==> src/hw/rtl/tvpp_pkg.sv <==
package tvpp_pkg;

   // value format
   localparam int VAL_W  = 32;
   localparam int FRAC_W = 16;
   // wide intermediates: products of up to three values
   localparam int WIDE_W = 4 * VAL_W;
   localparam int SQ_W   = 2 * VAL_W;
   // multiplier / divisor operand: twice a rate, or the sum of two rates
   localparam int OPB_W  = VAL_W + 2;
   localparam int ROOT_W = WIDE_W / 2;
   localparam int SREM_W = ROOT_W + 4;
   localparam int CNT_W  = $clog2(WIDE_W + 1);

   // request queue between front and back
   localparam int QDEPTH = 4;
   localparam int QPTR_W = $clog2(QDEPTH);

   // plan status codes
   localparam logic [1:0] ST_OK         = 2'd0;
   localparam logic [1:0] ST_START_LOW  = 2'd1;
   localparam logic [1:0] ST_END_LOW    = 2'd2;
   localparam logic [1:0] ST_INVALID    = 2'd3;

   // configuration register indexes
   localparam logic CSR_ACCEL = 1'b0;
   localparam logic CSR_DECEL = 1'b1;

   typedef enum logic [2:0] {
      CLS_TRAP,
      CLS_DECEL,
      CLS_HOLD,
      CLS_ACCEL,
      CLS_INVALID
   } cls_type;

   typedef enum logic [1:0] {
      OP_MUL,
      OP_DIV,
      OP_SQRT
   } op_type;

   typedef struct packed {
      logic [VAL_W-1:0] seg_len;
      logic [VAL_W-1:0] v_begin;
      logic [VAL_W-1:0] v_finish;
      logic [VAL_W-1:0] v_cruise;
      cls_type          cls;
   } item_type;

   typedef struct packed {
      logic             start;
      op_type           op;
      logic [WIDE_W-1:0] a;
      logic [OPB_W-1:0]  b;
   } arith_req_type;

   // saturate a wide value to the value width
   function automatic logic [VAL_W-1:0] sat(input logic [WIDE_W-1:0] x);
      logic [VAL_W-1:0] r;
      r = (|x[WIDE_W-1:VAL_W]) ? {VAL_W{1'b1}} : x[VAL_W-1:0];
      return r;
   endfunction

   // value scaled up by the fraction bits, as a dividend
   function automatic logic [WIDE_W-1:0] shq(input logic [VAL_W-1:0] x);
      logic [WIDE_W-1:0] r;
      r = WIDE_W'(x) << FRAC_W;
      return r;
   endfunction

endpackage

==> src/hw/rtl/tvpp_front.sv <==
// Front end: accepts segment requests, classifies them and queues them.
module tvpp_front (
   input  logic                         clock,
   input  logic                         reset,
   input  logic                         req_valid,
   output logic                         req_stall,
   input  logic [tvpp_pkg::VAL_W-1:0]   req_segment_length,
   input  logic [tvpp_pkg::VAL_W-1:0]   req_speed_begin,
   input  logic [tvpp_pkg::VAL_W-1:0]   req_speed_finish,
   input  logic [tvpp_pkg::VAL_W-1:0]   req_speed_cruise,
   input  logic [tvpp_pkg::VAL_W-1:0]   accel_rate,
   input  logic [tvpp_pkg::VAL_W-1:0]   decel_rate,
   output logic                         q_valid,
   output tvpp_pkg::item_type           q_item,
   input  logic                         q_pop
);

   localparam int QDEPTH = tvpp_pkg::QDEPTH;
   localparam int QPTR_W = tvpp_pkg::QPTR_W;

   tvpp_pkg::item_type  q_ff [QDEPTH];
   logic [QPTR_W-1:0]   wr_ff, wr_in;
   logic [QPTR_W-1:0]   rd_ff, rd_in;
   logic [QPTR_W:0]     cnt_ff, cnt_in;
   tvpp_pkg::item_type  item;
   logic                push;

   // ordering of the speeds picks the plan; a zero rate makes it invalid
   always_comb begin
      item.seg_len  = req_segment_length;
      item.v_begin  = req_speed_begin;
      item.v_finish = req_speed_finish;
      item.v_cruise = req_speed_cruise;
      if (accel_rate == '0 || decel_rate == '0) begin
         item.cls = tvpp_pkg::CLS_INVALID;
      end else if (req_speed_begin < req_speed_cruise &&
                   req_speed_finish < req_speed_cruise) begin
         item.cls = tvpp_pkg::CLS_TRAP;
      end else if (req_speed_begin == req_speed_cruise &&
                   req_speed_finish < req_speed_cruise) begin
         item.cls = tvpp_pkg::CLS_DECEL;
      end else if (req_speed_begin == req_speed_cruise &&
                   req_speed_finish == req_speed_cruise) begin
         item.cls = tvpp_pkg::CLS_HOLD;
      end else if (req_speed_finish == req_speed_cruise &&
                   req_speed_begin < req_speed_cruise) begin
         item.cls = tvpp_pkg::CLS_ACCEL;
      end else begin
         item.cls = tvpp_pkg::CLS_INVALID;
      end
   end

   // queue
   assign req_stall = (cnt_ff == (QPTR_W+1)'(QDEPTH));
   assign push      = req_valid && !req_stall;
   assign q_valid   = (cnt_ff != '0);
   assign q_item    = q_ff[rd_ff];

   always_comb begin
      wr_in  = push ? wr_ff + QPTR_W'(1) : wr_ff;
      rd_in  = q_pop ? rd_ff + QPTR_W'(1) : rd_ff;
      cnt_in = cnt_ff + (QPTR_W+1)'(push) - (QPTR_W+1)'(q_pop);
   end

   always_ff @(posedge clock) begin
      if (reset) begin
         wr_ff  <= '0;
         rd_ff  <= '0;
         cnt_ff <= '0;
      end else begin
         wr_ff  <= wr_in;
         rd_ff  <= rd_in;
         cnt_ff <= cnt_in;
      end
      if (push) begin
         q_ff[wr_ff] <= item;
      end
   end

endmodule

==> config.mk <==
export PLATFORM = sky130hd
export DESIGN_NAME = tvpp_front
export DESIGN_NICKNAME = d
export VERILOG_FILES = /design/src/hw/rtl/tvpp_pkg.sv /design/src/hw/rtl/tvpp_front.sv
export SDC_FILE = /design/constraint.sdc
export NUM_CORES = 1
export LEC_CHECK = 0
export ABC_CLOCK_PERIOD_IN_PS = 5010
export BUFFER_PORTS_ARGS = -buffer_cell sky130_fd_sc_hd__buf_2
export CAP_MARGIN = 10
export CORE_AREA = 10 10 276 278
export DETAILED_ROUTE_END_ITERATION = 8
export DIE_AREA = 0 0 286 288
export PLACE_DENSITY = 0.46
export SLEW_MARGIN = 5
export SYNTH_ARGS = -nofsm -noshare
export SYNTH_HDL_FRONTEND = slang
export SYNTH_SLANG_ARGS = --single-unit
==> constraint.sdc <==
create_clock -name clock -period 5.01 [get_ports clock]
set_clock_uncertainty 0.15 [all_clocks]
set_input_delay 1.002 -clock clock [delete_from_list [all_inputs] [get_ports clock]]
set_output_delay 1.002 -clock clock [all_outputs]
set_load 0.1 [all_outputs]
==> results of run 1 <==
==> metrics by stage <==
step                      cell area [um^2]  worst slack, ns  instances  hold WS [ns]   util
final                                25800             1.10       2328         0.383  0.364
after global routing                 25800            0.905       2328         0.402  0.364
after CTS                            25800            0.947       2328         0.386  0.364
after detailed placement             24100            0.977       2224         0.371  0.339
after global placement               24100             1.09       2224         0.367  0.339
after floorplan                      21000             1.42        955         0.335      -
==> cell usage after synthesis (all sizes together) (7+ instances only) <==
cell type,n,area (um^2)
a21oi,25,125
and4,7,62.6
buf,22,101
clkbuf,10,37.5
dfxtp,9,180
edfxtp,524,15700
ha,70,876
inv,38,143
mux4,131,2950
nand2,17,63.8
nand4,12,75.1
nor2,12,45.0
nor4,18,113
==> layer usage <==
| metal | global-route usage | wire length, um |
|---|---|---|
| met3 | 0.0402 | 3830 |
| met1 | 0.166 | 23100 |
| met5 | 0 | 89 |
| met2 | 0.207 | 26100 |
| met4 | 0.0358 | 1190 |
==> power groups by stage <==
| stage | Clock, mW | Combinational [mW] | Sequential (mW) |
|---|---|---|---|
| after floorplan | 0 | 2.73 | 5.61 |
| after global placement | 0 | 3.56 | 5.62 |
| after detailed placement | 0 | 3.56 | 5.64 |
| after CTS | 4.13 | 3.57 | 5.55 |
| after global routing | 4.30 | 3.65 | 5.58 |
| final | 3.98 | 3.48 | 5.54 |
==> path summary, 6_finish.rpt <==
kind | startpoint | to
setup / recovery | flop | q_item[17]
hold / removal | rd_ff[1]$_SDFFE_PP0P_ | rd_ff[1]$_SDFFE_PP0P_
setup reg to reg | cnt_ff[1]$_SDFF_PP0_ | cnt_ff[2]$_SDFF_PP0_
hold reg to reg | rd_ff[1]$_SDFFE_PP0P_ | rd_ff[1]$_SDFFE_PP0P_
==> flip-flops by register name, summed over array words and instances, names as in the netlist, named ones only <==
signal / cells
rd_ff: 2
cnt_ff: 3
wr_ff: 2
q_ff: 524
==> cell type report <==
type	instances	area (um^2)	share of cell area
clock buffer	74	1530	0.0594
clock inverter	30	216	0.00839
inverter	38	143	0.00553
multi-input combinational	352	4800	0.186
sequential	533	15900	0.617
tap	950	1190	0.0461
timing repair buffer	351	2000	0.0776
==> worst min-delay path, delay by kind of cell (launching register included) <==
kind / cells / cell delay, ns
flip-flops: 1 / 0.32
AND/OR/NAND/NOR: 1 / 0.10
XOR/XNOR: 1 / 0.06
==> kinds of logic after synthesis <==
family                     Yosys count
AOI/OAI and AO/OA                   59
xor gates and xnor gates             5
adders and majority gates           71
buffers and inverters               70
DFF                                533
muxes                              132
and+or+nand+nor                     85
==> results by group, run 1 <==
Finish
  • Most frequent cells in the layout: 524 x edfxtp_1, 328 x buf_2, 131 x mux4_2
  • Fill count: 6741
  • # diodes: 0
  • Most common cell after layout, fill and taps aside: edfxtp_1
  • Layout Nets: 1602
  • Synth-to-layout area growth: 23.0%
  • Ratio of cells with drive above 1 in the final layout: 0.414

Critical path
  • Worst path cell trace: buf_12, mux4_2, buf_2
  • Cell family with most CP delay: flip-flops
  • Worst Path Arrival: roughly 2.8 ns
  • CP bufs+invs: 2
  • Worst path depth: 3
  • R2R setup slack: 2.39 ns
  • Data required time of the critical path: 3.86 ns
  • Max stage delay on crit path: 0.84 ns
  • Critical path's slowest cell: dfxtp_4
  • Worst Path Max Fanout: 29
  • CP Launch Type: flop
  • R2r worst-path depth: 11
  • Crit Path Class: reg2out
  • Worst Setup End Kind: output port

Yosys
  • Synth Warn #: 0
  • Syn avg cell area: 22.0 um^2
  • Post-Synth Simple-Gate Area: 0.0231
  • Syn Inst Count: 955
  • Post-synth EDFFs: 524
  • Synth Area in Compound Gates: 0.0192
  • Largest family of logic cells by synthesized area: multiplexers
  • Netlist cell types: 47
  • Synth Register Bits: 533
  • Predominant post-synthesis flop cell: edfxtp_1
  • Synthesized net count: 1222
  • Async SR Flop Fraction: 0
  • Sequential fraction of the synthesis area: 0.758
  • Adder-cell share of the synthesized area: 0.0427
  • XOR/XNOR Fraction of Synth Area: 0.00209
  • Post-Syn Area: ~21000 um^2
  • Mux share of post-synthesis cell area: 0.141

Pwr
  • Logic gate share of total power: 0.268
  • Clock share of power: 0.306
  • Overall power: about 13 mW
  • Switching power: 4.60 mW
  • Maximum vdd drop: 0.352 mV
  • Flop pwr share: 0.426
  • Net Sw Frac: 0.354
  • Int Power: approximately 8.4 mW
  • Leakage: 8.96 nW
  • Cell Pwr Density: 503 nW/um^2

Clocking
  • TritonCTS clock tree: built
  • TritonCTS Buffers: 59
  • Root Buffer: clkbuf_16
  • Worst-skew pair later-pin latency: 0.61 ns
  • Clock Pin Slew Worst Setup and Hold Paths: about 0.06 ns
  • Clock Tree Buf Depth: 3
  • Post-cts sizing count: 0
  • Postcts setup bufs: 0
  • Hold_buf cts: 0
  • Clock sinks: ~530
  • Deepest level of the CTS H-tree: 2

Global routing
  • Largest net degree at the start of global routing: 67
  • First-pass GRT wire length: 78600 um
  • Vias in the first global route: 11.6k
  • Gr ovfl total: 0
  • Initial antenna violation count: 7
  • GRT Util Overall: 0.129

Routing
  • DRC Markers: 0
  • DR WL/cell: approximately 23 um
  • DR vias: 10.7k
  • Antenna viol nets, final: 0
  • Starting DRT DRC Count: 529
  • Total Wirelength: 54300 um
  • Via-to-Cell Ratio: 4.60
  • TritonRoute pass-1 iters: 5

Floorplanning
  • Die X: 286 um
  • Core Box Area: 70900 um^2
  • # rows: 98
  • Die ar.: just over 80000 um^2
  • Die Height: 288 um
  • Initial Utilization: 0.296
  • Top Ports: 329

Timing
  • Final critical-path required period: 3.91 ns
  • Final Hold Vio Count: 0
  • Worst-margin pin slew: 0.783 ns
  • Unrepaired setup endpoints after global routing: false
  • Final period utilization: 0.781
  • Final Max Slew Viols: 0
  • Setup TNS: 0 ns
  • Slew Limit Headroom: 0.474
  • # setup viols final: 0
  • FMAX: about 260 MHz

Placement
  • Final Wtd Congestion: 0.750
  • Hpwl dp: around 37000 um
  • I/O Buffers: around 330

Flow run
  • Max-Cap Viols: 0

Outcome
  • Status: finished, final reports clean

Min path
  • Hold path depth: 2
  • Min-delay worst type: reg2reg
Power figures use the tool's default switching activity.
==> inputs of run 2 (changes only) <==
--- a/config.mk
+++ b/config.mk
@@ -5,12 +5,13 @@
 export SDC_FILE = /design/constraint.sdc
 export NUM_CORES = 1
 export LEC_CHECK = 0
-export ABC_CLOCK_PERIOD_IN_PS = 5010
+export ABC_AREA = 1
+export ABC_CLOCK_PERIOD_IN_PS = 3420
 export BUFFER_PORTS_ARGS = -buffer_cell sky130_fd_sc_hd__buf_2
 export CAP_MARGIN = 10
-export CORE_AREA = 10 10 276 278
+export CORE_AREA = 10 10 280 282
 export DETAILED_ROUTE_END_ITERATION = 8
-export DIE_AREA = 0 0 286 288
+export DIE_AREA = 0 0 290 292
 export PLACE_DENSITY = 0.46
 export SLEW_MARGIN = 5
 export SYNTH_ARGS = -nofsm -noshare
==> constraint.sdc (replaced) <==
create_clock -name clock -period 3.42 [get_ports clock]
set_clock_uncertainty 0.15 [all_clocks]
set_input_delay 0.684 -clock clock [delete_from_list [all_inputs] [get_ports clock]]
set_output_delay 0.684 -clock clock [all_outputs]
set_load 0.1 [all_outputs]
==> results by group, run 2 <==
Outcome
  • Status: finished, final reports clean

Yosys
  • Post-Synth Simple-Gate Area: 0.0816
  • Biggest area consumer among synthesized cells: edfxtp_1
  • Syn avg cell area: 13.2 um^2
  • Synth Register Bits: 533
  • Netlist cell types: 34
  • Mux share of post-synthesis cell area: 0
  • XOR/XNOR Fraction of Synth Area: 0.000406
  • Post-Syn Area: 21600 um^2
  • Commonest cells post-synth: 524 x edfxtp_1, 311 x nor2_1, 266 x o21ai_0, 131 x o22ai_1, 93 x nand2_1
  • Synthesized net count: 1908
  • Syn Inst Count: between 1.5k and 2k
  • Synth top area share: 0.729
  • Largest family of logic cells by synthesized area: compound AO/OA/AOI/OAI gates
  • Synth Area in Compound Gates: 0.110
  • Post-synth EDFFs: 524
  • Sequential fraction of the synthesis area: 0.737
  • Synth Warn #: 0
  • Top post-synthesis cells by area: edfxtp_1 73%, o21ai_0 6.2%, nor2_1 5.4%, ha_1 4.1%, o22ai_1 3.8%
  • Predominant post-synthesis flop cell: edfxtp_1
  • Adder-cell share of the synthesized area: 0.0415
  • Async SR Flop Fraction: 0
  • Most frequent cell after synthesis: edfxtp_1

Timing
  • Setup TNS: 0 ns
  • FMAX: 307 MHz
  • Worst-margin pin slew: 0.653 ns
  • # setup viols final: 0
  • Final Max Slew Viols: 0
  • Final period utilization: 0.954
  • Final worst slack: 0.158 ns
  • Final critical-path required period: roughly 3.3 ns
  • Final Hold Vio Count: 0
  • Slew Limit Headroom: 0.561
  • Fin Hold WS: 0.138 ns
  • Unrepaired setup endpoints after global routing: false

Routing
  • Via-to-Cell Ratio: 4.75
  • Starting DRT DRC Count: 998
  • DR vias: between 10k and 15k
  • DR WL/cell: between 20 and 25 um
  • TritonRoute pass-1 iters: 5
  • DRC Markers: 0
  • Antenna viol nets, final: 0
  • Total Wirelength: 64400 um

Clocking
  • Clock Pin Slew Worst Setup and Hold Paths: 0.06 ns
  • Root Buffer: clkbuf_16
  • TritonCTS Buffers: slightly below 60
  • Clock sinks: 533
  • TritonCTS clock tree: built
  • Hold_buf cts: 0
  • Worst-skew pair later-pin latency: about 0.60 ns
  • Deepest level of the CTS H-tree: 2
  • Clock Tree Buf Depth: 3

Pwr
  • Leakage: 10.2 nW
  • Maximum vdd drop: 0.374 mV
  • Cell Pwr Density: 704 nW/um^2

Critical path
  • Worst Setup End Kind: output port
  • Crit Path Class: reg2out
  • Data required time of the critical path: 2.59 ns
  • Worst Path Max Fanout: 36
  • R2r worst-path depth: 10
  • Worst Path Arrival: 2.43 ns
  • CP Launch Type: flop

Finish
  • Layout Nets: 2248
  • Synth-to-layout area growth: 28.6%
  • Max FFs per register: between 500 and 600
  • Ratio of cells with drive above 1 in the final layout: 0.234
  • Largest regs: q_ff (524), cnt_ff (3)
  • Layout Utilization: 0.383
  • Finished Layout Cells: 2999
  • Most common cell after layout, fill and taps aside: edfxtp_1
  • Most frequent cells in the layout: 524 x edfxtp_1, 306 x nor2_1, 266 x o21ai_0
  • Reg with most FFs: q_ff

Floorplanning
  • Die X: 290 um
  • Top Ports: 329
  • # rows: 99
  • Core Box Area: 72600 um^2
  • Die Height: 292 um
  • Initial Utilization: 0.297
  • Die ar.: 84700 um^2

Global routing
  • GRT Util Overall: 0.147
  • First-pass GRT wire length: approximately 95000 um
  • Largest net degree at the start of global routing: 85
  • Vias in the first global route: 14.7k
  • Initial antenna violation count: 18
  • Gr ovfl total: 0

Placement
  • Post-Place Worst Slack: 0.570 ns
  • Placed insts: 2879
  • Hpwl dp: ~42000 um
  • Final Wtd Congestion: 0.803
  • I/O Buffers: about 330

Min path
  • Hold path depth: 1
  • Min-delay worst type: in2reg

Flow run
  • Max-Cap Viols: 0
-- run 2: changes by cell type in the layout (fill, tap and decap cells not counted), moves of 11 or more --
| cell | delta |
|---|---|
| nor2_1 | +294 |
| inv_1 | +32 |
| clkbuf_4 | +11 |
| nand2_1 | +76 |
| o22ai_1 | +128 |
| buf_4 | +13 |
| mux4_2 | -131 |
| buf_2 | -94 |
| buf_12 | +84 |
| o21ai_0 | +262 |
-- run 2: layer usage --
metal / track usage / up-vias / routed length [um]
met5: 0 / - / 76
met3: 0.0384 / 85 / 4080
li1: - / 6748 / -
met1: 0.191 / 7006 / 29000
met2: 0.240 / 385 / 30300
met4: 0.0350 / 12 / 1000
-- run 2: power by group --
| group | switching (mW) | internal (mW) | total [mW] |
|---|---|---|---|
| Combinational | 4.07 | 1.38 | 5.45 |
| Sequential | 0.160 | 7.95 | 8.11 |
| Clock | 2.55 | 3.44 | 5.99 |
| Total | 6.78 | 12.8 | 19.5 |
-- run 2: layout make-up --
class	count	area (um^2)
Antenna cell	10	25.0
Clock buffer	68	1510
Clock inverter	41	305
Fill cell	6897	44800
Inverter	75	304
Multi-Input combinational cell	947	5090
Sequential cell	533	15900
Tap cell	959	1200
Timing Repair Buffer	366	3410
-- run 2: logic make-up (layout without fill, tap and decap cells) --
| family | Yosys count | count (layout) |
|---|---|---|
| AO/OA/AOI/OAI | 435 | 435 |
| XOR/XNOR | 1 | 1 |
| adder cells (fa/ha/maj) | 71 | 71 |
| buffers and inverters | 161 | 550 |
| flip-flops | 533 | 533 |
| other | 0 | 10 |
| AND/OR/NAND/NOR | 440 | 440 |
-- run 2: through the flow --
| stage | power [mW] | cell area [um^2] |
|---|---|---|
| CTS | 19.8 | 27700 |
| finish | 19.5 | 27800 |
| global route | 20.3 | 27800 |
| detailed placement | 13.8 | 25900 |
| global placement | 13.7 | 25900 |
| floorplan | 11.7 | 21600 |
-- run 2: worst max-delay path, cell delays in order (launching register included) --
cell and delay [ns]:
dfxtp_4 0.60, buf_12 0.30, buf_4 0.19, o21ai_0 0.08, o22ai_1 0.16, buf_2 0.45
-- run 2: final timing paths --
check                                             from                      to  slack (ns)
worst max-delay path                              flop              q_item[48]        0.16
worst min-delay path            req_segment_length[17]  q_ff[2][116]$_DFFE_PP_        0.14
worst max register to register    cnt_ff[1]$_SDFF_PP0_    cnt_ff[2]$_SDFF_PP0_        1.18
worst min register to register   wr_ff[0]$_SDFFE_PP0P_   wr_ff[0]$_SDFFE_PP0P_        0.37
-- run 2: timing repair --
| item | 4_1_cts | 5_1_grt |
|---|---|---|
| gates resized for setup | 2 | 14 |
| setup buffers | 0 | 1 |
| endpoints found under the setup margin | 2 | 23 |
==> inputs of run 3 (changes only) <==
--- a/config.mk
+++ b/config.mk
@@ -6,10 +6,11 @@
 export NUM_CORES = 1
 export LEC_CHECK = 0
 export ABC_AREA = 1
-export ABC_CLOCK_PERIOD_IN_PS = 3420
+export ABC_CLOCK_PERIOD_IN_PS = 2950
 export BUFFER_PORTS_ARGS = -buffer_cell sky130_fd_sc_hd__buf_2
 export CAP_MARGIN = 10
 export CORE_AREA = 10 10 280 282
+export CTS_BUF_LIST = sky130_fd_sc_hd__clkbuf_2
 export DETAILED_ROUTE_END_ITERATION = 8
 export DIE_AREA = 0 0 290 292
 export PLACE_DENSITY = 0.46
==> constraint.sdc (replaced) <==
create_clock -name clock -period 2.95 [get_ports clock]
set_clock_uncertainty 0.15 [all_clocks]
set_input_delay 0.59 -clock clock [delete_from_list [all_inputs] [get_ports clock]]
set_output_delay 0.59 -clock clock [all_outputs]
set_load 0.1 [all_outputs]
==> results by group, run 3 (same netlist as run 2, synthesis figures left out) <==
Finish
  • Synth-to-layout area growth: 56.6%
  • Fill count: 6718
  • Layout Utilization: 0.466
  • Reg with most FFs: q_ff
  • Ratio of cells with drive above 1 in the final layout: 0.358
  • Largest regs: q_ff (524), cnt_ff (3)
  • Most common cell after layout, fill and taps aside: edfxtp_1
  • Layout Nets: around 2.7k
  • Most frequent cells in the layout: 524 x edfxtp_1, 288 x nor2_1, 268 x dlygate4sd3_1
  • Max FFs per register: 524
  • Finished Cell Area: 33800 um^2

Clocking
  • TritonCTS Buffers: 147
  • TritonCTS clock tree: built
  • Root Buffer: clkbuf_2
  • Clock Pin Slew Worst Setup and Hold Paths: ~0.11 ns
  • Clock Tree Buf Depth: 3
  • Clock sinks: between 500 and 600
  • Deepest level of the CTS H-tree: 4
  • Worst-skew pair later-pin latency: 1.24 ns

Routing
  • DRC Markers: 0
  • Total Wirelength: roughly 80000 um
  • DR vias: roughly 17k
  • Via-to-Cell Ratio: 4.85
  • DR WL/cell: roughly 23 um
  • Starting DRT DRC Count: 1136
  • TritonRoute pass-1 iters: 5
  • Antenna viol nets, final: 0

Timing
  • Final Max Slew Viols: 0
  • Setup TNS: -59.57 ns
  • FMAX: 286 MHz
  • Slew Limit Headroom: 0.451
  • Final period utilization: 1.18
  • Final critical-path required period: 3.49 ns
  • Final worst slack: -0.543 ns
  • Unrepaired setup endpoints after global routing: true
  • Final Hold Vio Count: 0
  • Worst-margin pin slew: 0.823 ns
  • # setup viols final: ~130

Global routing
  • Initial antenna violation count: 8
  • Gr ovfl total: 0
  • Vias in the first global route: 17.7k
  • GRT Util Overall: 0.183
  • First-pass GRT wire length: 116000 um
  • Largest net degree at the start of global routing: 77

Critical path
  • Data required time of the critical path: around 2.2 ns
  • Worst Path Arrival: 2.75 ns
  • R2R setup slack: roughly 0.16 ns
  • Worst Setup End Kind: output port
  • CP Launch Type: flop
  • Crit Path Class: reg2out
  • Worst Path Max Fanout: 39

Floorplanning
  • Die ar.: 84700 um^2
  • Initial Utilization: 0.297
  • Die X: 290 um
  • # rows: 99
  • Top Ports: 329
  • Core Box Area: 72600 um^2
  • Die Height: approximately 300 um

Pwr
  • Maximum vdd drop: 0.673 mV
  • Cell Pwr Density: 674 nW/um^2
  • Leakage: 12.9 nW

Placement
  • I/O Buffers: 328
  • Placed cell area: about 27000 um^2
  • Hpwl dp: 42000 um
  • Post-Place Worst Slack: 0.293 ns
  • Final Wtd Congestion: 0.808

Outcome
  • Status: complete, but fails checks
  • Violated checks: negative setup slack

Flow run
  • Max-Cap Viols: 0

Min path
  • Min-delay worst type: in2reg
[run 3: cell types whose count changed in the layout (fill, tap and decap cells not counted), sizes merged]
cell	before	now
buf	355	425
clkinv	31	43
bufbuf	0	1
dlygate4sd3	0	268
clkbuf	79	213
diode	10	8
bufinv	4	3
inv	76	80
clkinvlp	5	4
[run 3: per-stage QoR]
stage / hold WS [ns] / total power [mW] / instances
floorplan: 0.325 / 13.6 / 1641
global placement: 0.341 / 16.4 / 2879
detailed placement: 0.356 / 16.5 / 2879
CTS: 0.0305 / 22.8 / 3460
global route: 0.0970 / 23.9 / 3482
finish: 0.202 / 22.8 / 3484
[run 3: worst max-delay path, stage by stage (launching register included)]
cell and delay [ns]:
dfxtp_4 0.38, buf_6 0.18, buf_16 0.23, o21ai_0 0.15, o22ai_2 0.31, buf_12 0.22
[run 3: report_power, final]
part           leakage (nW)  switching (mW)  internal [mW]
clock                 0.963            3.11           2.12
combinational          7.05            5.32           2.82
sequential             4.88           0.206           9.20
total                  12.9            8.64           14.1
[run 3: routing by layer]
| layer | part of all wire | global-route usage |
|---|---|---|
| met5 | 0 | 0 |
| met4 | 0.017 | 0.0575 |
| met3 | 0.066 | 0.0471 |
| met2 | 0.48 | 0.296 |
| met1 | 0.43 | 0.236 |
[run 3: final timing paths]
kind                    startpoint  depth (start not counted)                   end
max                           flop                          5            q_item[66]
max reg2reg   cnt_ff[1]$_SDFF_PP0_                          8  cnt_ff[1]$_SDFF_PP0_
min reg2reg  rd_ff[1]$_SDFFE_PP0P_                          2                  flop
min                 decel_rate[16]                          8  q_ff[0][0]$_DFFE_PP_
[run 3: repair_timing]
action | in CTS | in global routing
pin swaps | 57 | 70
setup endpoints to repair | 133 | 138
hold buffers | 268 | 0
buffers inserted | 27 | 7
resized for setup | 290 | 195
hold endpoints to repair | 1049 | 0
gates cloned | 34 | 12
[run 3: final cells by class]
| cell class | instances | area, um^2 | share of cell area |
|---|---|---|---|
| clock inverter | 51 | 302 | 0.00892 |
| tap | 959 | 1200 | 0.0355 |
| timing repair buffer | 706 | 8560 | 0.253 |
| inverter | 75 | 337 | 0.00996 |
| timing repair inverter | 4 | 67.6 | 0.00200 |
| clock buffer | 201 | 1010 | 0.0298 |
| sequential | 533 | 15900 | 0.471 |
| antenna | 8 | 20.0 | 0.000592 |
| multi-input combinational | 947 | 6380 | 0.189 |
